--- config.mk ---
export PLATFORM = sky130hd
export DESIGN_NAME = timestamp_ordered_resource_grant_queue_core
export DESIGN_NICKNAME = d
export VERILOG_FILES = /design/src/torgq_pkg.sv /design/src/timestamp_ordered_resource_grant_queue_core.sv /design/src/torgq_table.sv /design/src/torgq_unit.sv
export VERILOG_INCLUDE_DIRS = /design/src /design/src/src
export SDC_FILE = /design/constraint.sdc
export NUM_CORES = 1
export LEC_CHECK = 0
export BUFFER_PORTS_ARGS = -buffer_cell sky130_fd_sc_hd__buf_2
export CORE_MARGIN = 2
export CORE_UTILIZATION = 35
export CTS_CLUSTER_DIAMETER = 60
export DETAILED_ROUTE_END_ITERATION = 7
export GPL_ROUTABILITY_DRIVEN = 0
export PLACE_DENSITY = 0.59
export SLEW_MARGIN = 40
export SYNTH_ARGS = -nofsm -noshare
export SYNTH_HDL_FRONTEND = slang
export SYNTH_SLANG_ARGS = --single-unit
--- constraint.sdc ---
create_clock -name clk -period 8.6 [get_ports clk]
set_input_delay 0.43 -clock clk [delete_from_list [all_inputs] [get_ports clk]]
set_output_delay 0.43 -clock clk [all_outputs]
set_load 0.1 [all_outputs]
--- src/timestamp_ordered_resource_grant_queue_core_defines.svh ---
// Assertion macros for the timestamp ordered grant queue.
// Included by the top level; the bodies vanish when SYNTHESIS is defined.
`ifndef TIMESTAMP_ORDERED_RESOURCE_GRANT_QUEUE_CORE_DEFINES_SVH
`define TIMESTAMP_ORDERED_RESOURCE_GRANT_QUEUE_CORE_DEFINES_SVH
`ifndef SYNTHESIS
// property that must hold at every edge out of reset
`define TORGQ_CHECK(lbl, clk, rst_n, prop) \
	lbl: assert property (@(posedge clk) disable iff (!rst_n) (prop)) \
		else $error("torgq check failed");
// same-cycle implication
`define TORGQ_CHECK_IMP(lbl, clk, rst_n, ante, cons) \
	lbl: assert property (@(posedge clk) disable iff (!rst_n) (ante) |-> (cons)) \
		else $error("torgq implication failed");
`else
`define TORGQ_CHECK(lbl, clk, rst_n, prop)
`define TORGQ_CHECK_IMP(lbl, clk, rst_n, ante, cons)
`endif
`endif

--- src/torgq_pkg.sv ---
// Shared types and constants for the timestamp ordered grant queue.
// No dependencies; imported by every module of the block.
`timescale 1ns / 1ps
`default_nettype none

package torgq_pkg;

	localparam int TS_W        = 32;
	localparam int ID_W        = 8;
	localparam int AMT_W       = 8;
	localparam int BUDGET_W    = 12;
	localparam int SUM_W       = BUDGET_W + 1;
	localparam int MAX_RESULTS = 16;
	localparam int RES_CNT_W   = $clog2(MAX_RESULTS + 1);

	localparam logic [BUDGET_W-1:0] BUDGET_RESET = 12'd20;

	typedef enum logic {
		CMD_ADD     = 1'b0,
		CMD_RELEASE = 1'b1
	} cmd_t;

	typedef enum logic [1:0] {
		ST_OK        = 2'd0,
		ST_NOT_FOUND = 2'd1,
		ST_FULL      = 2'd2
	} status_t;

	// one table entry
	typedef struct packed {
		logic [TS_W-1:0]  ts;
		logic [ID_W-1:0]  id;
		logic [AMT_W-1:0] amt;
		logic             granted;
	} entry_t;

	// results of the shared compare/add unit
	typedef struct packed {
		logic             key_before;
		logic             id_match;
		logic             fits;
		logic [SUM_W-1:0] sum_next;
	} cmp_res_t;

endpackage

`default_nettype wire

--- src/timestamp_ordered_resource_grant_queue_core.sv ---
// Timestamp ordered resource grant queue. A table of requests is kept sorted by
// (timestamp, requester id). An add beat inserts a request, a release beat removes
// the first entry with that id; then the table is scanned from the front, summing
// amounts while within the budget, and each newly granted entry yields one output
// beat (at most 16 per input, last marks the final one; one empty beat if none).
// One input beat at a time: in_ready is high only when idle. Every table entry
// touched takes a read state and an evaluate state, since the single table read
// port has registered data: an add walks the entries behind the new one, a release
// every entry, and the grant scan the entries it walks; output stalls add to this.
// No clearing pass.
// Depends on torgq_pkg, torgq_table, torgq_unit and the defines header.
`timescale 1ns / 1ps
`default_nettype none
`include "timestamp_ordered_resource_grant_queue_core_defines.svh"

module timestamp_ordered_resource_grant_queue_core
	import torgq_pkg::*;
#(
	parameter int QUEUE_DEPTH = 16
) (
	input  logic                clk,
	input  logic                arst_n,
	// configuration write channel
	input  logic                cfg_valid,
	output logic                cfg_ready,
	input  logic [BUDGET_W-1:0] cfg_data,
	// input channel
	input  logic                in_valid,
	output logic                in_ready,
	input  logic                command,
	input  logic [TS_W-1:0]     timestamp,
	input  logic [ID_W-1:0]     requester_id,
	input  logic [AMT_W-1:0]    amount,
	// result channel
	output logic                out_valid,
	input  logic                out_ready,
	output logic                grant_valid,
	output logic [ID_W-1:0]     granted_id,
	output logic [1:0]          status,
	output logic                last
);

	localparam int IDX_W = $clog2(QUEUE_DEPTH);
	localparam int CNT_W = $clog2(QUEUE_DEPTH + 1);

	typedef enum logic [2:0] {
		S_IDLE,
		S_ADD_RD,
		S_ADD_EV,
		S_REL_RD,
		S_REL_EV,
		S_SCAN_RD,
		S_SCAN_EV,
		S_FLUSH
	} state_t;

	state_t               state_q;
	logic [CNT_W-1:0]     cnt_q;
	logic [CNT_W-1:0]     idx_q;
	logic [BUDGET_W-1:0]  budget_q;
	logic [BUDGET_W-1:0]  sum_q;
	logic [RES_CNT_W-1:0] n_q;
	logic                 found_q;
	logic                 pend_q;
	logic [ID_W-1:0]      pend_id_q;
	status_t              cmd_status_q;
	logic [TS_W-1:0]      ts_q;
	logic [ID_W-1:0]      id_q;
	logic [AMT_W-1:0]     amt_q;
	logic                 out_valid_q;
	logic                 out_gv_q;
	logic [ID_W-1:0]      out_id_q;
	status_t              out_status_q;
	logic                 out_last_q;

	logic                 rd_en;
	logic [IDX_W-1:0]     rd_addr;
	entry_t               rd_data;
	logic                 wr_en;
	logic [IDX_W-1:0]     wr_addr;
	entry_t               wr_data;
	entry_t               new_entry;
	cmp_res_t             cmp;
	logic [CNT_W-1:0]     idx_m1;
	logic                 out_free;
	logic                 scan_done;
	logic                 grant_go;
	logic                 out_load;

	torgq_table #(
		.DEPTH (QUEUE_DEPTH)
	) u_table (
		.clk     (clk),
		.rd_en   (rd_en),
		.rd_addr (rd_addr),
		.rd_data (rd_data),
		.wr_en   (wr_en),
		.wr_addr (wr_addr),
		.wr_data (wr_data)
	);

	torgq_unit u_unit (
		.key_ts (ts_q),
		.key_id (id_q),
		.ent    (rd_data),
		.sum    (sum_q),
		.budget (budget_q),
		.res    (cmp)
	);

	assign new_entry = '{ts: ts_q, id: id_q, amt: amt_q, granted: 1'b0};
	assign idx_m1    = idx_q - 1'b1;
	assign out_free  = !out_valid_q || out_ready;
	assign scan_done = (idx_q == cnt_q) || (n_q == RES_CNT_W'(MAX_RESULTS));
	// a new grant can retire once the held grant has a free output slot
	assign grant_go  = cmp.fits && !rd_data.granted && (!pend_q || out_free);
	// output register takes a new beat this cycle
	assign out_load  = ((state_q == S_SCAN_EV) && grant_go && pend_q) ||
		((state_q == S_FLUSH) && out_free);

	// table port control
	always_comb begin
		rd_en   = 1'b0;
		rd_addr = idx_q[IDX_W-1:0];
		wr_en   = 1'b0;
		wr_addr = idx_q[IDX_W-1:0];
		wr_data = rd_data;
		unique case (state_q)
			S_ADD_RD: begin
				if (idx_q == '0) begin
					wr_en   = 1'b1;
					wr_data = new_entry;
				end else begin
					rd_en   = 1'b1;
					rd_addr = idx_m1[IDX_W-1:0];
				end
			end
			S_ADD_EV: begin
				// shift the entry up one slot, or drop the new one in here
				wr_en   = 1'b1;
				wr_data = cmp.key_before ? rd_data : new_entry;
			end
			S_REL_RD: begin
				rd_en = (idx_q != cnt_q);
			end
			S_REL_EV: begin
				// entries behind the removed one move down one slot
				wr_en   = found_q;
				wr_addr = idx_m1[IDX_W-1:0];
			end
			S_SCAN_RD: begin
				rd_en = !scan_done;
			end
			S_SCAN_EV: begin
				wr_en           = grant_go;
				wr_data.granted = 1'b1;
			end
			default: ;
		endcase
	end

	// sequencer, table count, budget register and output register
	always_ff @(posedge clk or negedge arst_n) begin
		if (!arst_n) begin
			state_q      <= S_IDLE;
			cnt_q        <= '0;
			idx_q        <= '0;
			budget_q     <= BUDGET_RESET;
			sum_q        <= '0;
			n_q          <= '0;
			found_q      <= 1'b0;
			pend_q       <= 1'b0;
			pend_id_q    <= '0;
			cmd_status_q <= ST_OK;
			ts_q         <= '0;
			id_q         <= '0;
			amt_q        <= '0;
			out_valid_q  <= 1'b0;
			out_gv_q     <= 1'b0;
			out_id_q     <= '0;
			out_status_q <= ST_OK;
			out_last_q   <= 1'b0;
		end else begin
			if (cfg_valid) begin
				budget_q <= cfg_data;
			end
			if (out_valid_q && out_ready && !out_load) begin
				out_valid_q <= 1'b0;
			end
			unique case (state_q)
				S_IDLE: begin
					if (in_valid) begin
						ts_q         <= timestamp;
						id_q         <= requester_id;
						amt_q        <= amount;
						if (cmd_t'(command) == CMD_RELEASE) begin
							cmd_status_q <= ST_OK;
							idx_q        <= '0;
							found_q      <= 1'b0;
							state_q      <= S_REL_RD;
						end else if (cnt_q == CNT_W'(QUEUE_DEPTH)) begin
							cmd_status_q <= ST_FULL;
							idx_q        <= '0;
							sum_q        <= '0;
							n_q          <= '0;
							pend_q       <= 1'b0;
							state_q      <= S_SCAN_RD;
						end else begin
							cmd_status_q <= ST_OK;
							idx_q        <= cnt_q;
							state_q      <= S_ADD_RD;
						end
					end
				end
				S_ADD_RD: begin
					if (idx_q == '0) begin
						cnt_q   <= cnt_q + 1'b1;
						sum_q   <= '0;
						n_q     <= '0;
						pend_q  <= 1'b0;
						state_q <= S_SCAN_RD;
					end else begin
						state_q <= S_ADD_EV;
					end
				end
				S_ADD_EV: begin
					if (cmp.key_before) begin
						idx_q   <= idx_m1;
						state_q <= S_ADD_RD;
					end else begin
						cnt_q   <= cnt_q + 1'b1;
						idx_q   <= '0;
						sum_q   <= '0;
						n_q     <= '0;
						pend_q  <= 1'b0;
						state_q <= S_SCAN_RD;
					end
				end
				S_REL_RD: begin
					if (idx_q == cnt_q) begin
						if (found_q) begin
							cnt_q <= cnt_q - 1'b1;
						end else begin
							cmd_status_q <= ST_NOT_FOUND;
						end
						idx_q   <= '0;
						sum_q   <= '0;
						n_q     <= '0;
						pend_q  <= 1'b0;
						state_q <= S_SCAN_RD;
					end else begin
						state_q <= S_REL_EV;
					end
				end
				S_REL_EV: begin
					if (!found_q && cmp.id_match) begin
						found_q <= 1'b1;
					end
					idx_q   <= idx_q + 1'b1;
					state_q <= S_REL_RD;
				end
				S_SCAN_RD: begin
					state_q <= scan_done ? S_FLUSH : S_SCAN_EV;
				end
				S_SCAN_EV: begin
					if (!cmp.fits) begin
						state_q <= S_FLUSH;
					end else if (rd_data.granted) begin
						sum_q   <= cmp.sum_next[BUDGET_W-1:0];
						idx_q   <= idx_q + 1'b1;
						state_q <= S_SCAN_RD;
					end else if (grant_go) begin
						// the held grant is not the last one: send it now
						if (pend_q) begin
							out_valid_q  <= 1'b1;
							out_gv_q     <= 1'b1;
							out_id_q     <= pend_id_q;
							out_status_q <= cmd_status_q;
							out_last_q   <= 1'b0;
						end
						pend_q    <= 1'b1;
						pend_id_q <= rd_data.id;
						sum_q     <= cmp.sum_next[BUDGET_W-1:0];
						n_q       <= n_q + 1'b1;
						idx_q     <= idx_q + 1'b1;
						state_q   <= S_SCAN_RD;
					end
				end
				S_FLUSH: begin
					// final beat: held grant, or an empty result
					if (out_free) begin
						out_valid_q  <= 1'b1;
						out_gv_q     <= pend_q;
						out_id_q     <= pend_q ? pend_id_q : '0;
						out_status_q <= cmd_status_q;
						out_last_q   <= 1'b1;
						pend_q       <= 1'b0;
						state_q      <= S_IDLE;
					end
				end
			endcase
		end
	end

	assign cfg_ready   = 1'b1;
	assign in_ready    = (state_q == S_IDLE);
	assign out_valid   = out_valid_q;
	assign grant_valid = out_gv_q;
	assign granted_id  = out_id_q;
	assign status      = out_status_q;
	assign last        = out_last_q;

	// checks
	`TORGQ_CHECK(a_cnt_le_depth, clk, arst_n, cnt_q <= CNT_W'(QUEUE_DEPTH))
	`TORGQ_CHECK_IMP(a_empty_is_last, clk, arst_n, out_valid_q && !out_gv_q, out_last_q && (out_id_q == '0))
	`TORGQ_CHECK_IMP(a_grants_capped, clk, arst_n, state_q == S_SCAN_EV, n_q < RES_CNT_W'(MAX_RESULTS))
	`TORGQ_CHECK_IMP(a_idle_no_held, clk, arst_n, state_q == S_IDLE, !pend_q)

endmodule

`default_nettype wire

--- src/torgq_table.sv ---
// Entry storage: one write port, one registered read port.
// Depends on torgq_pkg for the entry type.
`timescale 1ns / 1ps
`default_nettype none

module torgq_table
	import torgq_pkg::*;
#(
	parameter int DEPTH = 16,
	localparam int IDX_W = $clog2(DEPTH)
) (
	input  logic             clk,
	input  logic             rd_en,
	input  logic [IDX_W-1:0] rd_addr,
	output entry_t           rd_data,
	input  logic             wr_en,
	input  logic [IDX_W-1:0] wr_addr,
	input  entry_t           wr_data
);

	entry_t mem [DEPTH];
	entry_t rd_data_q;

	// write port
	always_ff @(posedge clk) begin
		if (wr_en) begin
			mem[wr_addr] <= wr_data;
		end
	end

	// read port, data holds while rd_en is low
	always_ff @(posedge clk) begin
		if (rd_en) begin
			rd_data_q <= mem[rd_addr];
		end
	end

	assign rd_data = rd_data_q;

endmodule

`default_nettype wire

--- src/torgq_unit.sv ---
// Shared compare/add unit: order key compare, id match, budget check.
// Depends on torgq_pkg for entry and result types.
`timescale 1ns / 1ps
`default_nettype none

module torgq_unit
	import torgq_pkg::*;
(
	input  logic [TS_W-1:0]     key_ts,
	input  logic [ID_W-1:0]     key_id,
	input  entry_t              ent,
	input  logic [BUDGET_W-1:0] sum,
	input  logic [BUDGET_W-1:0] budget,
	output cmp_res_t            res
);

	always_comb begin
		// new key sorts strictly before the entry
		res.key_before = (key_ts < ent.ts) || ((key_ts == ent.ts) && (key_id < ent.id));
		res.id_match   = (key_id == ent.id);
		// running sum plus this entry, checked against the budget
		res.sum_next   = {1'b0, sum} + {{(SUM_W - AMT_W){1'b0}}, ent.amt};
		res.fits       = (res.sum_next <= {1'b0, budget});
	end

endmodule

`default_nettype wire

* Word-level counts from Yosys, hierarchy flattened *
Memories as Yosys holds them, arrays and structs flattened. A register that Yosys moved wholly into a read port is not among the register bits.
Index checks and enable logic that the tools add are counted.

cells by class
  add/sub/neg operators = 6
  magnitude comparators = 3
  equality and inequality tests = 30
  muxes and demuxes = 111
  bitwise logic cells = 1
  reduce and logical (&&, ||, !) cells = 40

operators by type and width
  cell                                                           number
  12-bit two-way mux                                             9
  5-bit two-way mux                                              20
  49-bit two-way mux                                             2
  48-bit one-hot mux with 2 select lines                         1
  12-bit one-hot mux with 5 select lines                         1
  5-bit one-hot mux with 5 select lines                          2
  8-bit two-way mux                                              6
  1-bit two-way mux                                              35
  32-bit equality test                                           1
  32-bit less-than comparator                                    1
  3-bit two-way mux                                              9
  2-bit inequality test, second input constant                   13
  3-bit one-hot mux with 8 select lines                          1
  2-bit two-way mux                                              10
  8-bit one-hot mux with 2 select lines                          1
  5-bit by 1-bit adder with 5-bit output, second input constant  3
  5-bit one-hot mux with 3 select lines                          1
  12-bit by 8-bit adder with 13-bit output                       1
  13-bit by 12-bit <= comparator with 1-bit output               1
  3-bit equality test, second input constant                     4
  4-bit two-way mux                                              3
  4-bit AND reduction                                            3
  11-bit AND reduction                                           1
  5-bit equality test, second input constant                     2
  31 further kinds                                               60

word-level totals
  register bits = 115
  RAM bits = 784
  input bits = 66
  output and inout bits = 15
  logic and storage cells = 210
  memories kept = 1

memory list
  name         depth  bits a word  rd ports  clocked after memory_dff  write ports  RTL line           source
  u_table.mem  16     49           1         1                         1            torgq_table.sv:21  entry_t mem [DEPTH];

* Depth between registers and ports, before layout *
Gate-level depths: netlist of the first run.

  depth in word-level cells = 15
  mapped depth = 18
  gate-level depth less buffers = 16

* Hierarchy *
A second synthesis of the first run with hierarchy kept.

unflattened totals
  cell total of the unflattened synthesis = 2167
  area, all modules = 38623.3 um^2

by module, submodules not included
  module                                       times used  cells each  area an instance (um^2)  sequential area each (um^2)
  torgq_table                                  1           1268        30825.8                  25014.0
  timestamp_ordered_resource_grant_queue_core  1           657         6085.8                   2880.3
  torgq_unit                                   1           242         1711.6                   0.0

* Least setup slack after synthesis of the first run *
No wires, ideal clock.

  path type = register to register
  from = reg sum_q[0]
  to = mem u_table.mem[11][0] (netlist bit), enable pin
  library setup time = 0.461 ns
  arrival time = 5.744 ns
  data required time = 8.139 ns
  slack = 2.395 ns
  stages on the path, launching flop included = 18
  buffers on the path = 1
  period minus slack after synthesis = 6.205 ns
  cell sequence = dfrtp_1 ha_1 inv_1 fa_1 nor2b_1 o31ai_2 a2bb2oi_1 nand3_1 xnor2_1 ha_1 a21o_1 a221o_1 a31oi_2 nand2_1 a211oi_1 buf_2 o21ai_0 nor2b_1

on the way
  word-level cells in the longest chain between the ends = 7

ends and longest elaborated chain
  element                                           RTL line                                            source
  from (decl)                                       timestamp_ordered_resource_grant_queue_core.sv:61   logic [BUDGET_W-1:0] sum_q;
  from (signal assigned)                            timestamp_ordered_resource_grant_queue_core.sv:269  sum_q <= cmp.sum_next[BUDGET_W-1:0];
  from (signal assigned)                            timestamp_ordered_resource_grant_queue_core.sv:283  sum_q <= cmp.sum_next[BUDGET_W-1:0];
  12-bit by 8-bit adder with 13-bit output          torgq_unit.sv:22                                    res.sum_next = {1'b0, sum} + {{(SUM_W - AMT_W){1'b0}}, ent.amt};
  13-bit by 12-bit <= comparator with 1-bit output  torgq_unit.sv:23                                    res.fits = (res.sum_next <= {1'b0, budget});
  1-bit logical AND (2 in series)                   timestamp_ordered_resource_grant_queue_core.sv:116  assign grant_go = cmp.fits && !rd_data.granted && (!pend_q || out_free);
  1-bit one-hot mux with 4 select lines             timestamp_ordered_resource_grant_queue_core.sv:128  unique case (state_q)
  1-bit two-way mux                                 torgq_table.sv:26                                   if (wr_en) begin
  1-bit two-way mux (not written as such)           torgq_table.sv:27                                   mem[wr_addr] <= wr_data;
  to (decl)                                         torgq_table.sv:21

No other way between the ends.

* Final worst setup path of the first run *
  from = reg sum_q[0]
  to = mem u_table.mem[14][40] (netlist bit), enable pin

The elaborated chain is that of the path after synthesis.

==> impl_metrics.sql, run 1 <==
INSERT INTO impl_metrics (metric_group, metric, value, unit) VALUES
('timing', 'timing.final.max_slew_violations', '0', ''),
('final_layout', 'final_net_count', '2878', ''),
('route', 'detail_route.drc_violations', '0', ''),
('worst_setup_path', 'critical_path_required', '8.88', 'ns'),
('logic_synthesis', 'synth_fp_nets', '2701', ''),
('clocking', 'cts_post_setup_buffers_inserted', '0', ''),
('global_routing', 'grt_pass1_vias', '23426', ''),
('outcome', 'status', 'completed', ''),
('final_layout', 'post_route_cells_drive_above_1_share', '0.191', ''),
('die', 'dieHeight', '340', 'um'),
('worst_setup_path', 'criticalPathCategory', 'reg -> reg', ''),
('global_routing', 'globalRouteTotalUtil', '0.165', ''),
('route', 'detail-route-antenna-nets', '0', ''),
('logic_synthesis', 'syn-cell-area', '39500', 'sq um'),
('logic_synthesis', 'syn-mean-instance-area', '15.4', 'sq um'),
('place', 'detailed_place_hpwl', '58700', 'um'),
('logic_synthesis', 'synth_enable_flop_cells', '833', ''),
('die', 'floorplan.initialDensity', '0.352', ''),
('global_routing', 'grt.overflow.total', '0', ''),
('timing', 'period_minus_slack', '5.91', 'ns'),
('worst_setup_path', 'critPathMaxFanout', '36', ''),
('timing', 'timing.final.setup_violations', '0', ''),
('timing', 'fin_worst_skew', '0.0403', 'ns'),
('die', 'width_of_the_die', '340', 'um'),
('final_layout', 'finish.utilization', '0.411', ''),
('clocking', 'clk-insertion-delay-late', '0.67', 'ns'),
('logic_synthesis', 'synth_ff_type', 'edfxtp_1', ''),
('timing', 'final-hold-violation-count', '0', ''),
('logic_synthesis', 'number_of_standard_cells_after_synthesis', '2566', ''),
('clocking', 'cts_htree_levels', '3', ''),
('clocking', 'tritoncts', 'done', ''),
('route', 'vias_cell', '5.27', ''),
('logic_synthesis', 'synth_top_cell_area_share', '0.633', ''),
('place', 'detailed_place.area', '42300', 'sq um'),
('timing', 'max_freq', '169', 'MHz'),
('timing', 'timing.slew.headroom', '0.414', ''),
('clocking', 'cts_buffers', '98', ''),
('timing', 'transition_time_of_the_tightest_slew_check_pin', '0.879', 'ns'),
('timing', 'finalCritPeriodShare', '0.688', ''),
('die', 'core-area', '112000', 'sq um'),
('timing', 'timing.setup.tns', '0', 'ns'),
('power_and_ir_drop', 'power_leakage', '15.8', 'nW'),
('power_and_ir_drop', 'max-vdd-ir-drop', '0.000306', 'V'),
('clocking', 'sink_count_of_the_clock_tree', '948', ''),
('clocking', 'cts-root-to-sink-buffers', '3', ''),
('worst_hold_path', 'hold_path.class', 'in -> reg', ''),
('power_and_ir_drop', 'power-per-cell-area', '401', 'nW/um^2'),
('logic_synthesis', 'postSynthRegisterBits', '948', ''),
('route', 'detail_route.wirelength', '96600', 'um'),
('global_routing', 'grt_max_degree', '148', ''),
('timing', 'grt_setup_unrepaired', 'false', ''),
('logic_synthesis', 'async_reset_ff_frac', '0.121', ''),
('logic_synthesis', 'ys_top_cells_by_area', 'edfxtp_1 (63%), dfrtp_1 (7.2%), mux4_2 (5.6%)', ''),
('worst_setup_path', 'cp.arrival', '6.19', 'ns'),
('worst_setup_path', 'crit_path_start_kind', 'flip-flop', ''),
('clocking', 'ctsRootBufferMaster', 'clkbuf_16', ''),
('clocking', 'clk_pin_slew_worst_paths', '0.06', 'ns'),
('logic_synthesis', 'part_of_the_yosys_area_used_for_sequential_elements', '0.706', ''),
('job', 'number_of_max_capacitance_violations_reported', '0', ''),
('final_layout', 'post-route-cell-area', '46100', 'sq um'),
('final_layout', 'instances_no_fill', '4324', ''),
('place', 'numPlacedInstances', '4086', ''),
('logic_synthesis', 'synth.lib_cells_used.distinct', '76', ''),
('final_layout', 'fillerInstances', '10139', ''),
('logic_synthesis', 'synthDominantAreaCellType', 'edfxtp_1', ''),
('route', 'route.vias.total', '22803', ''),
('route', 'avgRoutedWirePerCell', '22.3', 'um'),
('die', 'pin_count', '81', ''),
('route', 'dr_pass1_iterations', '6', ''),
('final_layout', 'flow.area_growth_from_synthesis', '16.7', '%'),
('worst_setup_path', 'cp-end-kind', 'flip-flop', ''),
('route', 'drt_iter0_markers', '2303', ''),
('global_routing', 'antenna_violations_before_repair', '0', ''),
('logic_synthesis', 'yosysWarningCount', '0', ''),
('die', 'floorplan.die_area', '116000', 'sq um'),
('place', 'place.port_buffers', '79', ''),
('global_routing', 'grt_pass1_wl', '147000', 'um'),
('clocking', 'postCtsResizedCells', '0', ''),
('timing', 'hold_ws', '0.0292', 'ns'),
('die', 'standard_cell_row_count', '123', ''),
('clocking', 'postCtsHoldBufs', '55', '');
-- layout by cell type (no fill, tap or decap), types with 19 or more instances in the layout --
master         instances
nand4_1               61
edfxtp_1             833
ha_1                  67
a21oi_1               38
clkinv_1              25
dlygate4sd3_1         55
nand3_1              112
mux2_2                62
inv_1                 82
mux4_2                98
clkbuf_16             99
nand2_1              400
mux2i_1              131
o21ai_0               79
clkinv_2              19
dfrtp_1              112
a32oi_1               49
nor2_1                38
buf_2                 80
buf_4                 60
-- worst max-delay path, cell delays in order, from the launching register on --
cell,delay [ns]
dfrtp_1,0.35
ha_1,0.17
inv_1,0.05
fa_1,0.41
nor2b_1,0.20
o31ai_2,0.11
a2bb2oi_1,0.38
nand3_1,0.22
xnor2_1,0.17
ha_1,0.31
a21o_1,0.19
a221o_1,0.35
a31oi_2,0.17
nand2_1,0.11
a211oi_2,0.28
buf_4,0.36
o21ai_1,0.35
nor2_4,0.55
buf_4,0.71
-- kinds of logic after synthesis --
| logic type | synth area share |
|---|---|
| AOI/OAI and AO/OA | 0.0474 |
| xor gates and xnor gates | 0.00535 |
| adders and majority gates | 0.0222 |
| buffers and inverters | 0.0261 |
| DFF | 0.706 |
| muxes | 0.111 |
| other | 0.0000949 |
| and+or+nand+nor | 0.0817 |
-- worst paths after layout --
path                          startpoint  slack (ns)  cells after the start                  end
min reg2reg                  grant_valid        0.48                      1          grant_valid
max                             sum_q[0]        2.69                     18  u_table.mem[14][40]
max reg2reg                     sum_q[0]        2.69                     18  u_table.mem[14][40]
max in group asynchronous         arst_n        7.26                      3           state_q[2]
min                        timestamp[11]        0.03                      2             ts_q[11]
min in group asynchronous         arst_n        0.30                      2          budget_q[9]
-- synth_stat cells, types with 8 or more instances --
library cell  count
nor4_1            8
buf_4            21
dfrtp_1         113
clkbuf_1         70
o22ai_1          10
nand2b_1          8
and2_1            8
buf_2            47
nand2_1         400
ha_1             67
o31ai_1           8
nand4_1          61
nor2_1           54
mux2_2           62
edfxtp_1        833
mux2i_1         149
a21o_1            8
mux4_2           98
a21oi_1          43
o21ai_1          11
o21ai_0          82
nor3_1           16
nand3_1         112
nor2b_1          13
inv_1            82
a22o_1           11
a32oi_1          49
xnor2_1          15
-- through the flow --
stage	worst slack, ns	power [W]
final	2.69	0.0185
after global routing	2.29	0.0195
after CTS	2.69	0.0185
after detailed placement	2.67	0.0144
after global placement	2.37	0.0141
after floorplan	2.40	0.0119
-- flip-flops by register name (all words and copies together) (netlist names), 3 cells and up --
signal           flops
ts_q                32
idx_q                5
pend_id_q            8
granted_id           8
state_q              3
u_table.rd_data     49
cnt_q                5
id_q                 8
sum_q               12
n_q                  5
u_table.mem        784
budget_q            12
amt_q                8
-- per-layer routing --
layer  up-vias  GRT usage  wire [um]
met1     11796      0.240      44300
li1      10165          -          -
met4         0     0.0396       1670
met3       107     0.0301       6090
met5         -          0          0
met2       735      0.258      44600
-- area by class of cell --
cell class	instances	area [sq um]	area share
repair buffers	222	1890	0.0410
inverters	83	312	0.00676
flip-flops and latches	948	27900	0.605
multi-input cells	1390	11000	0.239
well taps	1500	1880	0.0407
clock buffers	119	2580	0.0560
clock inverters	60	515	0.0112
diodes	2	5.00	0.000109
-- power by group --
| part | internal (W) | switching [W] |
|---|---|---|
| Sequential | 0.00664 | 0.000423 |
| Clock | 0.00232 | 0.00176 |
| Combinational | 0.00256 | 0.00476 |
| Total | 0.0115 | 0.00695 |
No activity file was read; power rests on OpenSTA's default activity.
==> run 2, diff against run 1 <==
Settings changed: PLACE_DENSITY 0.59 to 0.6.
Clock period 8.6 ns to 5.3 ns, I/O delays scaled along.
==> run 2 against run 1 <==
  * Combinational power is 69% higher
  * Via count hardly changed
  * Power is 65% higher
  * Utilization is 0.43 points higher
  * Setup slack worse by 2.0 ns
  * Cell area is 1.1% higher
  * Clock power is 65% higher
  * Sequential power is 61% higher
  * Clock-buffer cell count is 10 higher
  * Routed wire length is 2.3% higher
  * Die area stayed put
  * Sequential share of layout area is 0.64 points lower
  * Critical path type unchanged
  * Largest cell class unchanged
  * Largest power group unchanged
  * Highest routed layer is now met5
==> impl_metrics.sql, run 2 (synthesis gave the netlist of run 1 again) <==
INSERT INTO impl_metrics (metric_group, metric, value, unit) VALUES
('place', 'detailed_place.area', '42800', 'sq um'),
('worst_setup_path', 'cp-end-kind', 'flip-flop', ''),
('final_layout', 'post_route_cells_drive_above_1_share', '0.201', ''),
('final_layout', 'number_of_flip_flops_in_the_largest_register', '784', ''),
('die', 'pin_count', '81', ''),
('route', 'detail_route.drc_violations', '0', ''),
('clocking', 'tritoncts', 'done', ''),
('place', 'detailed_place_hpwl', '62900', 'um'),
('worst_setup_path', 'worst_path_largest_cell_delay', '0.40', 'ns'),
('final_layout', 'most-common-layout-cells', 'edfxtp_1 (833), nand2_1 (400), mux2i_1 (136)', ''),
('worst_hold_path', 'hold_path.startpoint', 'cfg_valid', ''),
('final_layout', 'finish.utilization', '0.415', ''),
('timing', 'period_minus_slack', '4.66', 'ns'),
('timing', 'max_freq', '215', 'MHz'),
('worst_setup_path', 'crit-reg2reg-capture', 'u_table.mem[0][7]', ''),
('outcome', 'status', 'completed', ''),
('die', 'core-area', '112000', 'sq um'),
('route', 'vias_cell', '5.21', ''),
('clocking', 'clk_pin_slew_worst_paths', '0.06', 'ns'),
('worst_setup_path', 'crit_top_cell', 'buf_4', ''),
('timing', 'timing.final.setup_violations', '0', ''),
('final_layout', 'layout_commonest_cell', 'edfxtp_1', ''),
('timing', 'final-hold-violation-count', '0', ''),
('clocking', 'cts-root-to-sink-buffers', '3', ''),
('worst_setup_path', 'criticalPathCategory', 'reg -> reg', ''),
('worst_setup_path', 'cp.arrival', '4.98', 'ns'),
('worst_hold_path', 'hold_end', 'budget_q[2]', ''),
('worst_setup_path', 'crit_chain', 'ha_1, inv_1, fa_1, nor2b_1, o31ai_2, a2bb2oi_1, nand3_1, xnor2_1, ha_1, a21o_1, a221o_1, a31oi_2, nand2_1, a211oi_2, buf_4, o22ai_1, buf_4, nor2_4, buf_4', ''),
('clocking', 'clk-insertion-delay-late', '0.67', 'ns'),
('final_layout', 'ant_cells', '0', ''),
('worst_setup_path', 'cpMaxStageDelayCell', 'fa_1', ''),
('power_and_ir_drop', 'power_leakage', '16.1', 'nW'),
('timing', 'finalCritPeriodShare', '0.879', ''),
('worst_setup_path', 'crit_path_start_kind', 'flip-flop', ''),
('global_routing', 'globalRouteTotalUtil', '0.170', ''),
('worst_setup_path', 'critical_path_required', '5.62', 'ns'),
('timing', 'fin_worst_skew', '0.0376', 'ns'),
('place', 'place.port_buffers', '79', ''),
('clocking', 'sink_count_of_the_clock_tree', '948', ''),
('die', 'standard_cell_row_count', '123', ''),
('job', 'number_of_max_capacitance_violations_reported', '0', ''),
('route', 'detail-route-antenna-nets', '0', ''),
('timing', 'timing.slew.headroom', '0.450', ''),
('route', 'dr_pass1_iterations', '7', ''),
('final_layout', 'post-route-cell-area', '46600', 'sq um'),
('worst_setup_path', 'worstSetupStartpoint', 'u_table.rd_data[1]', ''),
('die', 'width_of_the_die', '340', 'um'),
('die', 'dieHeight', '340', 'um'),
('worst_setup_path', 'critPathMaxFanout', '16', ''),
('worst_hold_path', 'hold_path.class', 'in -> reg', ''),
('global_routing', 'grt_max_degree', '73', ''),
('global_routing', 'grt.overflow.total', '0', ''),
('clocking', 'cts_htree_levels', '3', ''),
('timing', 'transition_time_of_the_tightest_slew_check_pin', '0.824', 'ns'),
('worst_setup_path', 'r2r_slack', '0.64', 'ns'),
('final_layout', 'final_net_count', '2937', ''),
('worst_hold_path', 'holdPathStages', '3', ''),
('global_routing', 'grt_pass1_wl', '148000', 'um'),
('final_layout', 'flow.area_growth_from_synthesis', '17.9', '%'),
('route', 'drt_iter0_markers', '2336', ''),
('timing', 'timing.final.max_slew_violations', '0', ''),
('final_layout', 'instances_no_fill', '4383', ''),
('die', 'floorplan.initialDensity', '0.352', ''),
('die', 'floorplan.die_area', '116000', 'sq um'),
('worst_setup_path', 'reg2reg_depth', '19', ''),
('route', 'route.vias.total', '22819', ''),
('route', 'detail_route.wirelength', '98800', 'um'),
('worst_setup_path', 'worstReg2RegStart', 'u_table.rd_data[1]', ''),
('final_layout', 'fillerInstances', '10023', ''),
('route', 'avgRoutedWirePerCell', '22.5', 'um'),
('clocking', 'ctsRootBufferMaster', 'clkbuf_16', ''),
('final_layout', 'top_register', 'u_table.mem', ''),
('clocking', 'postCtsResizedCells', '0', ''),
('global_routing', 'grt_pass1_vias', '22592', ''),
('timing', 'grt_setup_unrepaired', 'false', ''),
('power_and_ir_drop', 'power-per-cell-area', '655', 'nW/um^2'),
('place', 'numPlacedInstances', '4139', ''),
('global_routing', 'antenna_violations_before_repair', '3', ''),
('clocking', 'cts_buffers', '98', ''),
('power_and_ir_drop', 'max-vdd-ir-drop', '0.000350', 'V');
-- run 2: worst max-delay path: cells and delay by family, from the launching register on --
kind / cells / cell delay, ns
xor+xnor: 1 / 0.17
fa+ha+maj: 3 / 0.87
buf+inv: 4 / 0.76
flops: 1 / 0.36
simple gates: 4 / 0.66
compound gates: 7 / 1.50
-- run 2: worst max path at each step --
stage / endpoint / slack (ns) / cells after the start
after floorplan: u_table.mem[15][0] / -0.82 / 17
after detailed placement: u_table.mem[0][14] / 0.67 / 19
after global placement: u_table.mem[13][17] / 0.63 / 19
after CTS: u_table.mem[0][2] / 0.62 / 19
final: u_table.mem[0][7] / 0.64 / 19
after global routing: u_table.mem[2][35] / 0.29 / 19
-- run 2: through the flow --
step,power (W),setup slack [ns],hold slack (ns),TNS (ns)
2_1_floorplan,0.0193,-0.817,-0.0306,-231.59
3_3_place_gp,0.0238,0.627,0.260,0
3_5_place_dp,0.0239,0.670,0.269,0
4_1_cts,0.0308,0.622,0.00427,0
5_1_grt,0.0322,0.295,0.0132,0
6_report,0.0305,0.640,0.0347,0
-- run 2: timing repair --
action	4_1_cts	5_1_grt
buffers inserted	0	0
endpoints found under the hold margin	110	0
setup endpoints to repair	0	0
hold buffers	63	0
-- run 2: final cells by class --
class | count | area, sq um | area share
Inverter | 83 | 312 | 0.00669
Multi-Input combinational cell | 1390 | 10900 | 0.234
Clock buffer | 129 | 2660 | 0.0572
Tap cell | 1500 | 1880 | 0.0403
Timing Repair Buffer | 281 | 2470 | 0.0531
Clock inverter | 52 | 483 | 0.0104
Sequential cell | 948 | 27900 | 0.599
-- run 2: metal layers --
metal  vias to the layer above  global-route usage  wire length, um
met3                       118              0.0347             6870
met5                         -                   0               23
met4                         4              0.0385             1670
li1                      10295                   -                -
met1                     11695               0.252            45500
met2                       707               0.259            44800
-- run 2: report_power, final --
part / leakage, nW / switching [W] / total (W) / internal [W]
Combinational: 5.57 / 0.00791 / 0.0124 / 0.00446
Clock: 1.53 / 0.00288 / 0.00673 / 0.00385
Sequential: 8.98 / 0.000639 / 0.0114 / 0.0108
Total: 16.1 / 0.0114 / 0.0305 / 0.0191
